## src/rtl/tmvid_pkg.sv

```systemverilog
`timescale 1ns / 1ps
`default_nettype none

package tmvid_pkg;

	typedef struct packed {
		logic        mode;
		logic        tile_start;
		logic [15:0] coded_u;
		logic [15:0] coded_v;
		logic [15:0] coded_height;
		logic [31:0] index_code;
	} req_t;

	typedef struct packed {
		logic               is_index;
		logic [15:0]        x_coord;
		logic signed [15:0] y_coord;
		logic signed [31:0] elevation;
		logic [31:0]        vertex_index;
	} res_t;

	typedef struct packed {
		logic step;
		logic clear;
	} lane_ctl_t;

	typedef enum logic {
		REG_MIN_HEIGHT = 1'b0,
		REG_MAX_HEIGHT = 1'b1
	} reg_idx_t;

	localparam logic [15:0] Y_ONE        = 16'h7FFF;
	localparam logic [14:0] HEIGHT_SCALE = 15'h7FFF;

	function automatic logic [15:0] unzigzag(input logic [15:0] c);
		return {1'b0, c[15:1]} ^ {16{c[0]}};
	endfunction

endpackage

`default_nettype wire

```

## src/rtl/tmvid_lane.sv

```systemverilog
`timescale 1ns / 1ps
`default_nettype none

module tmvid_lane (
	input  logic                  clk,
	input  logic                  arst_n,
	input  tmvid_pkg::lane_ctl_t  ctl,
	input  logic [15:0]           code,
	output logic [15:0]           acc_next
);
	import tmvid_pkg::*;

	logic [15:0] acc_q;
	logic [15:0] base;

	assign base     = ctl.clear ? 16'h0000 : acc_q;
	assign acc_next = base + unzigzag(code);

	always_ff @(posedge clk or negedge arst_n) begin
		if (!arst_n) begin
			acc_q <= 16'h0000;
		end else if (ctl.step) begin
			acc_q <= acc_next;
		end else if (ctl.clear) begin
			acc_q <= 16'h0000;
		end
	end

endmodule

`default_nettype wire

```

## src/rtl/tmvid_elev.sv

```systemverilog
`timescale 1ns / 1ps
`default_nettype none

module tmvid_elev (
	input  logic                clk,
	input  logic                arst_n,
	input  logic                in_valid,
	output logic                in_ready,
	input  logic [15:0]         in_height,
	input  tmvid_pkg::res_t     in_res,
	input  logic signed [31:0]  min_height,
	input  logic signed [31:0]  max_height,
	output logic                out_valid,
	input  logic                out_ready,
	output tmvid_pkg::res_t     out_res
);
	import tmvid_pkg::*;

	localparam logic signed [35:0] E_MAX = 36'sd2147483647;
	localparam logic signed [35:0] E_MIN = -36'sd2147483648;

	logic v2_q, v3_q, v4_q, v5_q, vo_q;
	logic rdy2, rdy3, rdy4, rdy5, rdyo;

	// span magnitude and sign from the stable tile limits
	logic [32:0] span_p;
	logic [32:0] span_n;
	logic [31:0] span_mag;
	logic [47:0] prod_w;

	logic [47:0] prod_s2;
	logic        neg_s2;
	res_t        res_s2;

	logic [33:0] r1_w;
	logic [32:0] q1_s3;
	logic [33:0] r1_s3;
	logic        neg_s3;
	res_t        res_s3;

	logic [18:0] hi2;
	logic [19:0] r2_w;
	logic [33:0] q2_w;
	logic [19:0] r2_s4;
	logic [33:0] q2_s4;
	logic        neg_s4;
	res_t        res_s4;

	logic [4:0]  hi3;
	logic [15:0] r3_w;
	logic        corr;
	logic [33:0] q_w;
	logic [33:0] q_s5;
	logic        neg_s5;
	res_t        res_s5;

	logic signed [35:0] min_x;
	logic signed [35:0] q_x;
	logic signed [35:0] sum_w;
	logic signed [31:0] elev_w;
	res_t               res_o_w;
	res_t               res_q;

	assign rdyo     = !vo_q || out_ready;
	assign rdy5     = !v5_q || rdyo;
	assign rdy4     = !v4_q || rdy5;
	assign rdy3     = !v3_q || rdy4;
	assign rdy2     = !v2_q || rdy3;
	assign in_ready = rdy2;

	assign span_p   = {max_height[31], max_height} - {min_height[31], min_height};
	assign span_n   = {min_height[31], min_height} - {max_height[31], max_height};
	assign span_mag = span_p[32] ? span_n[31:0] : span_p[31:0];
	assign prod_w   = {16'h0000, span_mag} * {32'h0000_0000, in_height};

	// divide by 2^15-1: fold high part onto low part, quotient is the sum of high parts
	assign r1_w = {1'b0, prod_s2[47:15]} + {19'h00000, prod_s2[14:0]};

	assign hi2  = r1_s3[33:15];
	assign r2_w = {1'b0, hi2} + {5'h00, r1_s3[14:0]};
	assign q2_w = {1'b0, q1_s3} + {15'h0000, hi2};

	assign hi3  = r2_s4[19:15];
	assign r3_w = {11'h000, hi3} + {1'b0, r2_s4[14:0]};
	assign corr = (r3_w >= {1'b0, HEIGHT_SCALE});
	assign q_w  = q2_s4 + {29'h0000_0000, hi3} + {33'h0_0000_0000, corr};

	assign min_x = {{4{min_height[31]}}, min_height};
	assign q_x   = {2'b00, q_s5};
	assign sum_w = neg_s5 ? (min_x - q_x) : (min_x + q_x);

	always_comb begin
		priority if (sum_w > E_MAX) begin
			elev_w = 32'sh7FFF_FFFF;
		end else if (sum_w < E_MIN) begin
			elev_w = 32'sh8000_0000;
		end else begin
			elev_w = sum_w[31:0];
		end
	end

	always_comb begin
		res_o_w           = res_s5;
		res_o_w.elevation = res_s5.is_index ? 32'sh0000_0000 : elev_w;
	end

	always_ff @(posedge clk or negedge arst_n) begin
		if (!arst_n) begin
			v2_q <= 1'b0;
			v3_q <= 1'b0;
			v4_q <= 1'b0;
			v5_q <= 1'b0;
			vo_q <= 1'b0;
		end else begin
			if (rdy2) begin
				v2_q <= in_valid;
			end
			if (rdy3) begin
				v3_q <= v2_q;
			end
			if (rdy4) begin
				v4_q <= v3_q;
			end
			if (rdy5) begin
				v5_q <= v4_q;
			end
			if (rdyo) begin
				vo_q <= v5_q;
			end
		end
	end

	always_ff @(posedge clk) begin
		if (rdy2) begin
			prod_s2 <= prod_w;
			neg_s2  <= span_p[32];
			res_s2  <= in_res;
		end
		if (rdy3) begin
			q1_s3  <= prod_s2[47:15];
			r1_s3  <= r1_w;
			neg_s3 <= neg_s2;
			res_s3 <= res_s2;
		end
		if (rdy4) begin
			r2_s4  <= r2_w;
			q2_s4  <= q2_w;
			neg_s4 <= neg_s3;
			res_s4 <= res_s3;
		end
		if (rdy5) begin
			q_s5   <= q_w;
			neg_s5 <= neg_s4;
			res_s5 <= res_s4;
		end
		if (rdyo) begin
			res_q <= res_o_w;
		end
	end

	assign out_valid = vo_q;
	assign out_res   = res_q;

	a_index_no_elev: assert property (@(posedge clk) disable iff (!arst_n)
		vo_q && res_q.is_index |-> res_q.elevation == 32'sh0000_0000)
		else $error("index result carries elevation");

	a_s5_holds: assert property (@(posedge clk) disable iff (!arst_n)
		v5_q && !rdyo |=> v5_q && $stable(q_s5) && $stable(res_s5))
		else $error("stage 5 lost under stall");

	a_s3_holds: assert property (@(posedge clk) disable iff (!arst_n)
		v3_q && !rdy4 |=> v3_q && $stable(r1_s3) && $stable(q1_s3))
		else $error("stage 3 lost under stall");

endmodule

`default_nettype wire

```

## src/rtl/terrain_mesh_vertex_index_decoder.sv

```systemverilog
// throughput: one request per cycle unless stalled
// accumulators update at acceptance
// the elevation path is a 5-stage pipeline (multiply, two folds, quotient, saturate)
// bubbles collapse, so requests are taken while a result waits on the output
// reset clears accumulators, high-water mark, tile limits and all valid bits
`timescale 1ns / 1ps
`default_nettype none

module terrain_mesh_vertex_index_decoder (
	input  logic              clk,
	input  logic              arst_n,
	input  logic              req_valid,
	output logic              req_ready,
	input  tmvid_pkg::req_t   req,
	output logic              res_valid,
	input  logic              res_ready,
	output tmvid_pkg::res_t   res,
	input  logic              psel,
	input  logic              penable,
	input  logic              pwrite,
	input  logic [2:0]        paddr,
	input  logic [31:0]       pwdata,
	output logic [31:0]       prdata,
	output logic              pready
);
	import tmvid_pkg::*;

	logic signed [31:0] min_q;
	logic signed [31:0] max_q;
	logic               cfg_wr;

	logic        accept;
	lane_ctl_t   lane_ctl;
	logic [15:0] u_next, v_next, h_next;

	logic [31:0] mark_q;
	logic [31:0] mark_base;
	logic [31:0] idx_w;

	res_t        side_w;
	logic        v1_q;
	res_t        side_s1;
	logic [15:0] h_s1;
	logic        elev_ready;

	assign pready = 1'b1;
	assign cfg_wr = psel && penable && pwrite && pready;

	always_ff @(posedge clk or negedge arst_n) begin
		if (!arst_n) begin
			min_q <= 32'sh0000_0000;
			max_q <= 32'sh0000_0000;
		end else if (cfg_wr) begin
			unique case (reg_idx_t'(paddr[2]))
				REG_MIN_HEIGHT: min_q <= pwdata;
				REG_MAX_HEIGHT: max_q <= pwdata;
				default:        min_q <= min_q;
			endcase
		end
	end

	always_comb begin
		unique case (reg_idx_t'(paddr[2]))
			REG_MIN_HEIGHT: prdata = min_q;
			REG_MAX_HEIGHT: prdata = max_q;
			default:        prdata = 32'h0000_0000;
		endcase
	end

	assign req_ready      = !v1_q || elev_ready;
	assign accept         = req_valid && req_ready;
	assign lane_ctl.step  = accept && !req.mode;
	assign lane_ctl.clear = accept && req.tile_start;

	tmvid_lane u_lane_u (
		.clk      (clk),
		.arst_n   (arst_n),
		.ctl      (lane_ctl),
		.code     (req.coded_u),
		.acc_next (u_next)
	);

	tmvid_lane u_lane_v (
		.clk      (clk),
		.arst_n   (arst_n),
		.ctl      (lane_ctl),
		.code     (req.coded_v),
		.acc_next (v_next)
	);

	tmvid_lane u_lane_h (
		.clk      (clk),
		.arst_n   (arst_n),
		.ctl      (lane_ctl),
		.code     (req.coded_height),
		.acc_next (h_next)
	);

	// high-water mark index decode
	assign mark_base = req.tile_start ? 32'h0000_0000 : mark_q;
	assign idx_w     = mark_base - req.index_code;

	always_ff @(posedge clk or negedge arst_n) begin
		if (!arst_n) begin
			mark_q <= 32'h0000_0000;
		end else if (accept && req.mode) begin
			mark_q <= mark_base + {31'h0000_0000, (req.index_code == 32'h0000_0000)};
		end else if (accept && req.tile_start) begin
			mark_q <= 32'h0000_0000;
		end
	end

	always_comb begin
		side_w              = '0;
		side_w.is_index     = req.mode;
		side_w.x_coord      = req.mode ? 16'h0000 : u_next;
		side_w.y_coord      = req.mode ? 16'sh0000 : (Y_ONE - v_next);
		side_w.vertex_index = req.mode ? idx_w : 32'h0000_0000;
	end

	always_ff @(posedge clk or negedge arst_n) begin
		if (!arst_n) begin
			v1_q <= 1'b0;
		end else if (req_ready) begin
			v1_q <= req_valid;
		end
	end

	always_ff @(posedge clk) begin
		if (accept) begin
			side_s1 <= side_w;
			h_s1    <= h_next;
		end
	end

	tmvid_elev u_elev (
		.clk        (clk),
		.arst_n     (arst_n),
		.in_valid   (v1_q),
		.in_ready   (elev_ready),
		.in_height  (h_s1),
		.in_res     (side_s1),
		.min_height (min_q),
		.max_height (max_q),
		.out_valid  (res_valid),
		.out_ready  (res_ready),
		.out_res    (res)
	);

	a_mark_bump: assert property (@(posedge clk) disable iff (!arst_n)
		accept && req.mode && !req.tile_start && req.index_code == 32'h0000_0000
		|=> mark_q == $past(mark_q) + 32'h0000_0001)
		else $error("high-water mark not bumped");

	a_vertex_no_index: assert property (@(posedge clk) disable iff (!arst_n)
		res_valid && !res.is_index |-> res.vertex_index == 32'h0000_0000)
		else $error("vertex result carries index");

	a_s1_holds: assert property (@(posedge clk) disable iff (!arst_n)
		v1_q && !elev_ready |=> v1_q && $stable(side_s1) && $stable(h_s1))
		else $error("stage 1 lost under stall");

endmodule

`default_nettype wire

```

## config.mk

```make
export PLATFORM = sky130hd
export DESIGN_NAME = terrain_mesh_vertex_index_decoder
export DESIGN_NICKNAME = d
export VERILOG_FILES = /design/src/rtl/tmvid_pkg.sv /design/src/rtl/tmvid_lane.sv /design/src/rtl/tmvid_elev.sv /design/src/rtl/terrain_mesh_vertex_index_decoder.sv
export SDC_FILE = /design/constraint.sdc
export NUM_CORES = 2
export LEC_CHECK = 0
export BUFFER_PORTS_ARGS = -buffer_cell sky130_fd_sc_hd__buf_2
export CAP_MARGIN = 20
export CORE_ASPECT_RATIO = 2
export CORE_MARGIN = 2
export CORE_UTILIZATION = 35
export DETAILED_ROUTE_END_ITERATION = 12
export GPL_TIMING_DRIVEN = 0
export PLACE_DENSITY = 0.58
export SLEW_MARGIN = 30
export SYNTH_ARGS = -nofsm -noshare
export SYNTH_HDL_FRONTEND = slang
export SYNTH_HIERARCHICAL = 1
export SYNTH_SLANG_ARGS = --single-unit
```

## constraint.sdc

```tcl
create_clock -name clk -period 11.3 [get_ports clk]
set_input_delay 0 -clock clk [delete_from_list [all_inputs] [get_ports clk]]
set_output_delay 0 -clock clk [all_outputs]
set_load 0.005 [all_outputs]
```

# Yosys cells after proc, flatten, opt, wreduce, memory -nomap -nowiden
# Cells that the tools add are included.
dict set report word_totals {
  ff_bits 795
  in_bits 124
  output_inout_bits 132
  wordCells 111
}
dict set report op_classes {
  addsub 16
  mul 1
  magnitude_cmp 3
  mux 14
  bitwise 4
  n_reduce_logical 24
}
# op count
set op_table {}
lappend op_table {{$mux W32} 5}
lappend op_table {{$mux W16} 6}
lappend op_table {{$pmux W32 S2} 1}
lappend op_table {{$sub A32 B32 Y32} 2}
lappend op_table {{$add A16 B16 Y16} 3}
lappend op_table {{$mul A32 B16 Y48} 1}
lappend op_table {{$xor A15 B16 Y16} 3}
lappend op_table {{$add A32 B35 Y36} 1}
lappend op_table {{$gt A36 B32 Y1 const B} 1}
lappend op_table {{$lt A36 B32 Y1 const B} 1}
lappend op_table {{$mux W36} 1}
lappend op_table {{$sub A32 B35 Y36} 1}
lappend op_table {{$add A33 B15 Y34} 1}
lappend op_table {{$add A33 B19 Y34} 1}
lappend op_table {{$add A34 B1 Y34} 1}
lappend op_table {{$add A34 B5 Y34} 1}
lappend op_table {{$sub A32 B32 Y33} 1}
lappend op_table {{$add A32 B1 Y32} 1}
lappend op_table {{$logic_not A32 Y1} 1}
lappend op_table {{$mux W31} 1}
lappend op_table {{$add A19 B15 Y20} 1}
lappend op_table {{$add A5 B15 Y16} 1}
lappend op_table {{$ge A16 B15 Y1 const B} 1}
lappend op_table {{$sub A15 B16 Y16 const A} 1}
lappend op_table {{7 further kinds} 24}

# Longest topological paths before layout
dict set report logic_depth {
  word_depth 12
  ltp_mapped 39
  depth_no_buf 37
}

# Cells and area by module
# Netlist, hierarchy kept.
# module instances cells_each area_each_um2 seq_area_each_um2
set by_module_without_submodules {}
lappend by_module_without_submodules {tmvid_elev 1 3930 43387.9 17061.4}
lappend by_module_without_submodules {terrain_mesh_vertex_index_decoder 1 921 9819.4 4859.7}
lappend by_module_without_submodules {tmvid_lane 3 241 2077.0 400.4}

# Worst setup path before layout
# No wires, ideal clock.
dict set report synth_path {
  path_kind {reg-to-reg}
  start {reg u_elev.vo_q (netlist: u_elev/out_valid)}
  end {reg mark_q[0]}
  setup_ns 0.131
  arrival_time_ns 10.720
  t_required_ns 11.169
  path_slack_ns 0.449
  path_stages_with_launch 10
  n_path_buf 1
  period_less_slack_ns 10.851
  path_cell_list {dfrtp_1 > nor2b_1 > nand4_1 > inv_1 > nand2_1 > nand2b_1 > nand2_1 > clkbuf_1 > clkinv_1 > a32o_1}
}
dict set report synth_via {
  elab_chain_cells 10
  elab_cells_between_ends 12
  cone_classes {1 x mux; 11 x reduce/logical}
}
# item line_no
set synth_rtl {}
lappend synth_rtl {{start: declaration} tmvid_elev.sv:22} ;# logic v2_q, v3_q, v4_q, v5_q, vo_q;
lappend synth_rtl {{start signal: assignment} tmvid_elev.sv:128} ;# vo_q <= v5_q;
lappend synth_rtl {{$logic_not A1 Y1 *} tmvid_elev.sv:64} ;# assign rdyo = !vo_q || out_ready;
lappend synth_rtl {{$logic_or A1 B1 Y1 *} tmvid_elev.sv:64}
lappend synth_rtl {{$logic_or A1 B1 Y1 *} tmvid_elev.sv:65} ;# assign rdy5 = !v5_q || rdyo;
lappend synth_rtl {{$logic_or A1 B1 Y1 *} tmvid_elev.sv:66} ;# assign rdy4 = !v4_q || rdy5;
lappend synth_rtl {{$logic_or A1 B1 Y1 *} tmvid_elev.sv:67} ;# assign rdy3 = !v3_q || rdy4;
lappend synth_rtl {{net u_elev.rdy3} tmvid_elev.sv:23} ;# logic rdy2, rdy3, rdy4, rdy5, rdyo;
lappend synth_rtl {{$logic_or A1 B1 Y1 *} tmvid_elev.sv:68} ;# assign rdy2 = !v2_q || rdy3;
lappend synth_rtl {{net elev_ready} terrain_mesh_vertex_index_decoder.sv:44} ;# logic elev_ready;
lappend synth_rtl {{$logic_or A1 B1 Y1 *} terrain_mesh_vertex_index_decoder.sv:70} ;# assign req_ready = !v1_q || elev_ready;
lappend synth_rtl {{net req_ready} terrain_mesh_vertex_index_decoder.sv:13} ;# output logic req_ready,
lappend synth_rtl {{$logic_and A1 B1 Y1 *} terrain_mesh_vertex_index_decoder.sv:71} ;# assign accept = req_valid && req_ready;
lappend synth_rtl {{net accept} terrain_mesh_vertex_index_decoder.sv:32} ;# logic accept;
lappend synth_rtl {{$logic_and A1 B1 Y1, on equally long branches} {terrain_mesh_vertex_index_decoder.sv:106, terrain_mesh_vertex_index_decoder.sv:108}}
lappend synth_rtl {{$mux W32 / $reduce_bool A2 Y1 (equally long branches)} --}
lappend synth_rtl {{end signal: assignment} terrain_mesh_vertex_index_decoder.sv:107} ;# mark_q <= mark_base + {31'h0000_0000, (req.index_code == 32'h0000_0000)};
lappend synth_rtl {{end: declaration} terrain_mesh_vertex_index_decoder.sv:36} ;# logic [31:0] mark_q;
# Mark *: on every way through the listed nets, which the timed path passes. The rest lies on a longest branch.
# A chain may end at the register's enable or synchronous reset.

# Worst setup path in the final report
dict set report layout_path {
  start {reg min_q[31]}
  end {reg u_elev.prod_s2[36], data pin}
}
dict set report layout_via {
  elab_chain_cells 3
  elab_cells_between_ends 4
  cone_classes {2 x add/sub; 1 x mul; 1 x mux}
}
# item line_no
set layout_rtl {}
lappend layout_rtl {{start: declaration} terrain_mesh_vertex_index_decoder.sv:28} ;# logic signed [31:0] min_q;
lappend layout_rtl {{start signal: assignment} terrain_mesh_vertex_index_decoder.sv:55} ;# REG_MIN_HEIGHT: min_q <= pwdata;
lappend layout_rtl {{start signal: assignment} terrain_mesh_vertex_index_decoder.sv:57} ;# default: min_q <= min_q;
lappend layout_rtl {{$sub A32 B32 Y33} tmvid_elev.sv:71} ;# assign span_p = {max_height[31], max_height} - {min_height[31], min_height};
lappend layout_rtl {{net u_elev.span_p[32]} tmvid_elev.sv:26} ;# logic [32:0] span_p;
lappend layout_rtl {{$mux W32} tmvid_elev.sv:73} ;# assign span_mag = span_p[32] ? span_n[31:0] : span_p[31:0];
lappend layout_rtl {{$mul A32 B16 Y48} tmvid_elev.sv:74} ;# assign prod_w = {16'h0000, span_mag} * {32'h0000_0000, in_height};
lappend layout_rtl {{net u_elev.prod_w[36]} tmvid_elev.sv:29} ;# logic [47:0] prod_w;
lappend layout_rtl {{end signal: assignment} tmvid_elev.sv:135} ;# prod_s2 <= prod_w;
lappend layout_rtl {{end: declaration} tmvid_elev.sv:31} ;# logic [47:0] prod_s2;
# The timed path passes the listed nets, and every way through them passes these cells.

==> results.md <==
- Detailed-router iteration count before antenna repair: 6
- Routed vias: about 43k
- Drt initial violations: about 2.1k
- Share of cells above drive strength 1: 0.118
- F_max: approximately 90 MHz
- DIE HEIGHT: about 590 um
- Crit path time final: between 10 and 15 ns
- Worst Path Buf+Inv: 7
- Cells after synthesis: about 5.6k
- WL per Instance: approximately 23 um
- Netlist Area Pre-Place: 59,400 um^2
- Total gr overflow: 0
- Ys Warns: 6
- Crit-path most repeated cell: fa_1
- Fillers: 16.5k
- CP delay by family, top: adder cells
- Worst path max stage delay: approximately 0.85 ns
- Tcrit/Tclk final: 0.973
- Hold Worst Slack: -0.00612 ns
- Setup crit end kind: register
- Slew Viols, Final: 0
- Final-report setup violation count: 0
- Hpwl dp: between 150,000 and 200,000 um
- Routed WL: about 190,000 um
- Pin slew with the least headroom to its limit: between 1 and 1.5 ns
- Number of I/O pins: 256
- CTS tree: yes
- Core area: 168,000 um^2
- CP required: between 10 and 15 ns
- Clk_skew: 0.0493 ns
- DRC Markers: 0
- Clock-pin slew on the worst setup and hold paths: 0.06 ns
- Setup CP Type: register to register
- Syn_area_per_cell: approximately 11 um^2
- Worst reg2reg path depth: 32
- Crit. path cell count: 32
- Largest net degree at the start of global routing: 67
- Fin area: slightly below 70,000 um^2
- Vias in the first global route: 46.1k
- FF/Latch Area: approximately 23,000 um^2
- Area after DPL: between 60,000 and 70,000 um^2
- Clk root buf: clkbuf_16
- Syn_nets: ~6.5k
- Setup_tns: 0 ns
- Total CTS buffers: 80
- Hold-critical path depth: 3
- Clk_lat worst skew: about 0.71 ns
- First-pass GRT wire length: about 280,000 um
- H-tree lvl count: 3
- CP max FO: 10
- Max transition margin: 0.313
- Failing checks: hold timing
- GPL Wtd Cong: 0.963
- Antenna-violating nets left: 0
- Die width: between 200 and 300 um
- HP Class: input port to register
- Antenna violations before repair: 13
- Final nets: between 6k and 7k
- Port Buffers: 245
- Row cnt: 213
- Total GRT Usage: 0.221
- Initial Utilization: 0.353
- Final hold vios: 1
- Clock Tree Buf Depth: 3
- Crit path launch type: register
- Crit path DAT: about 11 ns
- Worst path slowest cell: fa_1
- Max-cap violation count: 0
- Die area: around 170,000 um^2
- CTS Sinks: between 700 and 800
- Area of the multi-input gates: roughly 33,000 um^2
- Vias per cell: ~5.2
- Layout area overhead: 13.9%
- Outcome: finished with violations
==> per-layer routing <==
| metal | global-route usage | routed length [um] |
|---|---|---|
| met5 | 0 | 51 |
| met3 | 0.0321 | 7840 |
| met2 | 0.430 | 105000 |
| met1 | 0.195 | 58600 |
| met4 | 0.178 | 18300 |
==> path summary, 6_finish.rpt <==
path                                              from                      endpoint  slack [ns]
max                              min_q[31]$_DFFE_PN0P_  u_elev/prod_s2[36]$_DFFE_PP_        0.31
min                                            penable          max_q[9]$_DFFE_PN0P_      -0.006
max reg2reg                      min_q[31]$_DFFE_PN0P_  u_elev/prod_s2[36]$_DFFE_PP_        0.31
min reg2reg                u_elev/res_s4[84]$_DFFE_PP_  u_elev/res_o_w[84]$_DFFE_PP_        0.39
max in group asynchronous                       arst_n   u_lane_h/acc_q[2]$_DFF_PN0_       10.38
min in group asynchronous                       arst_n   u_lane_v/acc_q[3]$_DFF_PN0_        0.42
==> through the flow <==
step                setup WS [ns]   util  instances
floorplan                   0.449      -       5573
global placement            -6.63  0.377       8075
detailed placement         -0.157  0.380       8105
CTS                        0.0102  0.401       8326
global route             -0.00507  0.402       8335
finish                      0.308  0.402       8336
==> flip-flops by register name, summed over array words and instances, names as in the netlist, 16 cells and up <==
register,count
u_elev/out_res,97
u_lane_u/acc_q,16
u_elev/q_s5,34
u_elev/r1_s3,34
u_elev/res_o_w,65
u_elev/r2_s4,20
mark_q,32
u_elev/prod_s2,48
u_elev/q1_s3,33
min_q,32
u_lane_h/acc_q,16
u_elev/res_s2,65
u_elev/q2_s4,34
max_q,32
u_elev/res_s4,65
h_s1,16
side_s1,65
u_elev/res_s3,65
u_lane_v/acc_q,16
==> layout make-up <==
type	count	area share
plain buffers	224	0.0158
clock inverters	53	0.00873
flip-flops and latches	795	0.342
multi-input cells	3881	0.487
repair buffers	354	0.0370
inverters	669	0.0373
well taps	2257	0.0417
diodes	8	0.000296
clock buffers	95	0.0306
==> cell usage in the layout (no fill, tap or decap), types with 46 or more instances in the layout <==
cell type and n:
o21a_1 58, xor2_1 118, a21oi_1 263, o21ai_0 155, nor2_1 239, and2_1 243, ha_1 349, mux2_2 119
clkbuf_16 80, nor2b_1 127, edfxtp_1 645, nor3_1 54, buf_2 298, nand4_1 68, xnor2_1 236, clkbuf_1 148
dfrtp_1 150, dlygate4sd3_1 72, nand3_1 77, a21o_1 135, and3_1 46, fa_1 431, nand2b_1 75, a31oi_1 47
inv_1 663, nand2_1 547
==> worst register-to-register path: cells and delay by family (launching register included) <==
| kind | cells | cell delay, ns |
|---|---|---|
| adders and majority gates | 8 | 4.36 |
| DFF | 1 | 0.66 |
| AOI/OAI and AO/OA | 10 | 2.53 |
| xor gates and xnor gates | 2 | 0.57 |
| and+or+nand+nor | 5 | 1.10 |
| buffers and inverters | 7 | 1.50 |
==> what timing repair did <==
action,4_1_cts,5_1_grt
hold endpoints to repair,263,0
gates resized for setup,10,15
setup buffers,0,6
pin swaps,0,3
endpoints found under the setup margin,2,12
hold buffers,73,0
Power is not shown: default switching activity piles up to over one toggle a cycle in this logic, so the estimate is an artifact.
